**config.mk**
```make
export PLATFORM = sky130hd
export DESIGN_NAME = bpfa_ctrl
export DESIGN_NICKNAME = d
export VERILOG_FILES = /design/src/rtl/core/bpfa_pkg.sv /design/src/rtl/core/bpfa_ctrl.sv
export SDC_FILE = /design/constraint.sdc
export NUM_CORES = 1
export LEC_CHECK = 0
export ABC_AREA = 0
export ABC_CLOCK_PERIOD_IN_PS = 1640
export BUFFER_PORTS_ARGS = -buffer_cell sky130_fd_sc_hd__buf_4
export CORE_MARGIN = 1
export CORE_UTILIZATION = 35
export CTS_BUF_LIST = sky130_fd_sc_hd__clkbuf_8
export DETAILED_ROUTE_END_ITERATION = 12
export PLACE_DENSITY = 0.59
export SLEW_MARGIN = 0
export SYNTH_ARGS = -nofsm -noshare
export SYNTH_HDL_FRONTEND = slang
export SYNTH_SLANG_ARGS = --single-unit
```
**constraint.sdc**
```tcl
create_clock -name aclk -period 1.64 [get_ports aclk]
set_input_delay 0.41 -clock aclk [delete_from_list [all_inputs] [get_ports aclk]]
set_output_delay 0.41 -clock aclk [all_outputs]
set_load 0.02 [all_outputs]
```
**src/rtl/core/bpfa_pkg.sv**
```systemverilog
// Shared constants, types and a helper function of the bitmap page frame allocator.
package bpfa_pkg;

    localparam int NUM_PAGES  = 65536;
    localparam int MAP_BYTES  = NUM_PAGES / 8;
    localparam int BYTE_W     = $clog2(MAP_BYTES);
    localparam int CFG_W      = 14;
    localparam int ADDR_W     = 28;
    localparam int PAGE_SHIFT = 12;
    localparam int PAGE_W     = ADDR_W - PAGE_SHIFT;
    localparam int COUNT_W    = 17;
    localparam int STATUS_W   = 2;
    localparam int IN_DATA_W  = 32;
    localparam int OUT_DATA_W = 48;

    localparam logic [CFG_W-1:0] CFG_RESET = CFG_W'(8192);

    localparam logic OP_ALLOC = 1'b0;
    localparam logic OP_FREE  = 1'b1;

    typedef enum logic [STATUS_W-1:0] {
        STATUS_OK      = 2'd0,
        STATUS_NO_PAGE = 2'd1,
        STATUS_RANGE   = 2'd2
    } status_t;

    // Commands from the controller to the datapath.
    typedef struct packed {
        logic clr_step;
        logic accept;
        logic set_fail;
        logic set_oob;
        logic scan_next;
        logic alloc_commit;
        logic free_commit;
        logic out_load;
    } cmd_t;

    // Status from the datapath to the controller.
    typedef struct packed {
        logic clear_done;
        logic used_zero;
        logic free_oob;
        logic scan_hit;
        logic scan_last;
        logic out_full;
    } stat_t;

    // Index of the lowest set bit of a byte; 7 when only bit 7 or no bit is set.
    function automatic logic [2:0] lowest_bit(input logic [7:0] b);
        logic [2:0] j;
        logic       seen;
        j    = 3'd7;
        seen = 1'b0;
        for (int k = 0; k < 8; k++) begin
            if (!seen && b[k]) begin
                j    = 3'(k);
                seen = 1'b1;
            end
        end
        return j;
    endfunction

endpackage

```
**src/rtl/core/bpfa_ctrl.sv**
```systemverilog
// Controller state machine of the bitmap page frame allocator.
module bpfa_ctrl (
    input  logic            aclk,
    input  logic            aresetn,
    input  logic            s_tvalid,
    input  logic            op,
    input  bpfa_pkg::stat_t stat,
    output logic            s_tready,
    output bpfa_pkg::cmd_t  cmd
);

    typedef enum logic [6:0] {
        ST_CLEAR     = 7'b0000001,
        ST_IDLE      = 7'b0000010,
        ST_ALLOC_RD  = 7'b0000100,
        ST_ALLOC_CHK = 7'b0001000,
        ST_FREE_RD   = 7'b0010000,
        ST_FREE_WR   = 7'b0100000,
        ST_RESP      = 7'b1000000
    } state_t;

    state_t state_reg;
    state_t state_next;

    always_ff @(posedge aclk) begin
        if (!aresetn) begin
            state_reg <= ST_CLEAR;
        end else begin
            state_reg <= state_next;
        end
    end

    always_comb begin
        state_next = state_reg;
        cmd        = '0;
        s_tready   = 1'b0;
        case (state_reg)
            ST_CLEAR: begin
                if (stat.clear_done) begin
                    state_next = ST_IDLE;
                end else begin
                    cmd.clr_step = 1'b1;
                end
            end
            ST_IDLE: begin
                s_tready = 1'b1;
                if (s_tvalid) begin
                    cmd.accept = 1'b1;
                    if (op == bpfa_pkg::OP_FREE) begin
                        if (stat.free_oob) begin
                            cmd.set_oob = 1'b1;
                            state_next  = ST_RESP;
                        end else begin
                            state_next = ST_FREE_RD;
                        end
                    end else if (stat.used_zero) begin
                        cmd.set_fail = 1'b1;
                        state_next   = ST_RESP;
                    end else begin
                        state_next = ST_ALLOC_RD;
                    end
                end
            end
            ST_ALLOC_RD: begin
                state_next = ST_ALLOC_CHK;
            end
            ST_ALLOC_CHK: begin
                if (stat.scan_hit) begin
                    cmd.alloc_commit = 1'b1;
                    state_next       = ST_RESP;
                end else if (stat.scan_last) begin
                    cmd.set_fail = 1'b1;
                    state_next   = ST_RESP;
                end else begin
                    cmd.scan_next = 1'b1;
                    state_next    = ST_ALLOC_RD;
                end
            end
            ST_FREE_RD: begin
                state_next = ST_FREE_WR;
            end
            ST_FREE_WR: begin
                cmd.free_commit = 1'b1;
                state_next      = ST_RESP;
            end
            ST_RESP: begin
                if (!stat.out_full) begin
                    cmd.out_load = 1'b1;
                    state_next   = ST_IDLE;
                end
            end
            default: begin
                state_next = ST_CLEAR;
            end
        endcase
    end

endmodule

```
==> flow_summary.ini <==
[power]
power_frac_clock = 0.258
p_leak_uw = 0.000447
irDropWorstVdd_v = 0.000596
p_per_area_nw_per_um2 = 970
seqPwrFrac = 0.249
combPwrFrac = 0.493
p_int_uw = 610
p_switching_uw = 357
power.total_uw = 967
switching_share = 0.370

[floorplan]
core_area_um2 = 1370
initial_core_util = 0.392
fp.dieArea_um2 = 1690
die_height_um = 41.1
row_count = 13
dieWidth_um = 41.1
io_pins = 19

[synth]
synth_area_um2 = 536
synth_top_area_cell = dfxtp_1
async_flop_share = 0
synth-seq-cells = 7
synth_top_flop_cell = dfxtp_1
ys_seq_area_frac = 0.262
synth_enable_flop_cells = 0
yosys.area.top_type_share = 0.262
ys_warn_count = 0
syn_nets = 81
avgSynthCellArea_um2 = 7.54
synth_area_leaders = dfxtp_1 26%, nor2_1 5.6%, inv_1 4.2%
ys_types = 30
syn_inst = 71

[grt]
grt_first_pass_wirelength_um = 2360
grt_max_degree = 7
antenna_found_initial = 0
grt_overflow_total = 0
grt_busiest_layer = met2
grt_usage = 0.222
met2_usage = 0.344
use_met1 = 0.283
gr-usage-met3 = 0.0978
grt_pass1_vias = 552

[worst_hold_path]
min_path_type = in2reg
hp-start = stat[3]

[timing]
period_share = 1.24
finalSetupViolations = 9
max_freq_ghz = 0.491
worst_slew_pin_slew_ps = 295
grt_setup_unrepaired = true
skew_ps = 2.95
period_needed_ps = 2040
slew_headroom = 0.801
layout_setup_ws_ps = -396
slew_violations = 0
timing.final.hold_violations = 0

[routing]
postRouteWirelength_um = 1710
routed-via-count = 661
drt-initial-drc-count = 21
viasPerCell = 5.29
drtAntennaViolNets = 0
wl_per_cell_um = 13.7
drc = 0
drtPass1Iterations = 4

[clock_tree]
htree_levels = 1
cts_buffers = 3
ctsLongestPathBuffers = 2
tritoncts = yes
clkSinkCount = 7
clk_pin_slew_ps = 40
clk_latency_ps = 240
cts-root-buf = clkbuf_8
postCtsHoldBufs = 0

[final_layout]
largest_register_ffs = 7
n_antenna_cell = 0
multi_input_area_um2 = 455
fillers = 100
drive_gt1_frac = 0.536
layout.nets = 121
fin_util = 0.730
area_growth_pct = 86.2
seqCellArea_um2 = 148

[worst_setup_path]
max_stage_delay_ps = 390
r2r_setup_slack_ps = 90
end_kind = output port
cp.buffers_inverters = 1
cp.required_ps = 1230
r2r-start = state_reg[2]
crit_path_start = state_reg[2]
start_kind = flip-flop
cp_slowest_cell = or3_4
worstPathArrival_ps = 1630
cp_top_family = simple AND/OR/NAND/NOR gates
path_class = reg2out
cp_max_fo = 4
crit_chain = or3_4, nor4_4, and2_4, and3_4, buf_6

[run_status]
violations = negative setup slack
outcome = finished with violations

[place]
gp_congestion = 0.886
dp_hpwl_um = 1260
io_buffers = 18

[run]
drv_cap = 0
## layout by cell type, fill, tap and decap left out, types with 2 or more instances in the layout
cell type  Yosys  final
nand2b_1       3      2
nor3b_1        2      2
nor4_4         1      3
dfxtp_1        7      3
nor3_4         0      2
buf_4          0     29
nand3_1        4      3
nand4b_1       2      2
xor2_1         2      2
inv_1          6      6
nor2_1         8      7
nor3_1         4      3
dfxtp_2        0      3
clkbuf_8       0      3
o21ai_0        4      4
buf_6          0      8
nand2_1        6      6
## cell type report
class                           count  area share
Clock buffer                        3      0.0414
Clock inverter                      1     0.00376
Inverter                            6      0.0226
Multi-Input combinational cell     56       0.457
Sequential cell                     7       0.148
Tap cell                           15      0.0188
Timing Repair Buffer               37       0.309
## repair_timing
item,4_1_cts,5_1_grt
buffers inserted,3,4
endpoints found under the setup margin,10,10
pin swaps,3,8
gates resized for setup,9,17
## final timing paths
check	endpoint	cells after the start
worst max-delay path	cmd[4]	5
worst min-delay path	state_reg[4]	2
worst max register to register	state_reg[6]	6
worst min register to register	state_reg[3]	2
## cells in the mapped netlist (2+ instances only)
library cell  n
and3_1        2
buf_2         2
dfxtp_1       7
inv_1         6
nand2_1       6
nand2b_1      3
nand3_1       4
nand4b_1      2
nor2_1        8
nor3_1        4
nor3b_1       2
nor4_1        2
o21ai_0       4
o21ai_1       2
xor2_1        2
## per-layer routing
metal  up-vias  routed length, µm
met5         -                  0
met2        13                807
met1       308                794
met4         0                 21
met3         2                 88
li1        338                  -
## cells by family after synthesis
group / synth area share
xor gates and xnor gates: 0.0491
AOI/OAI and AO/OA: 0.173
buffers and inverters: 0.0607
muxes: 0.0187
DFF: 0.262
and+or+nand+nor: 0.437
## power by group through the flow
stage | clock (µW) | sequential [µW] | combinational, µW
3_5_place_dp | 0 | 229 | 376
5_1_grt | 270 | 245 | 504
4_1_cts | 256 | 227 | 391
3_3_place_gp | 0 | 230 | 377
6_report | 250 | 241 | 477
2_1_floorplan | 0 | 214 | 228
## metrics by stage
| stage | hold WS (ps) | TNS (ps) | std cells | setup WS [ps] | instance area (µm²) |
|---|---|---|---|---|---|
| floorplan | 445 | -949 | 71 | -371 | 549 |
| global route | 340 | -2570 | 125 | -453 | 997 |
| finish | 344 | -2060 | 125 | -396 | 997 |
| global placement | 531 | -236 | 116 | -142 | 798 |
| CTS | 350 | -2310 | 121 | -399 | 885 |
| detailed placement | 529 | -332 | 116 | -168 | 798 |
Note: power is estimated with default switching activity, not from simulation.
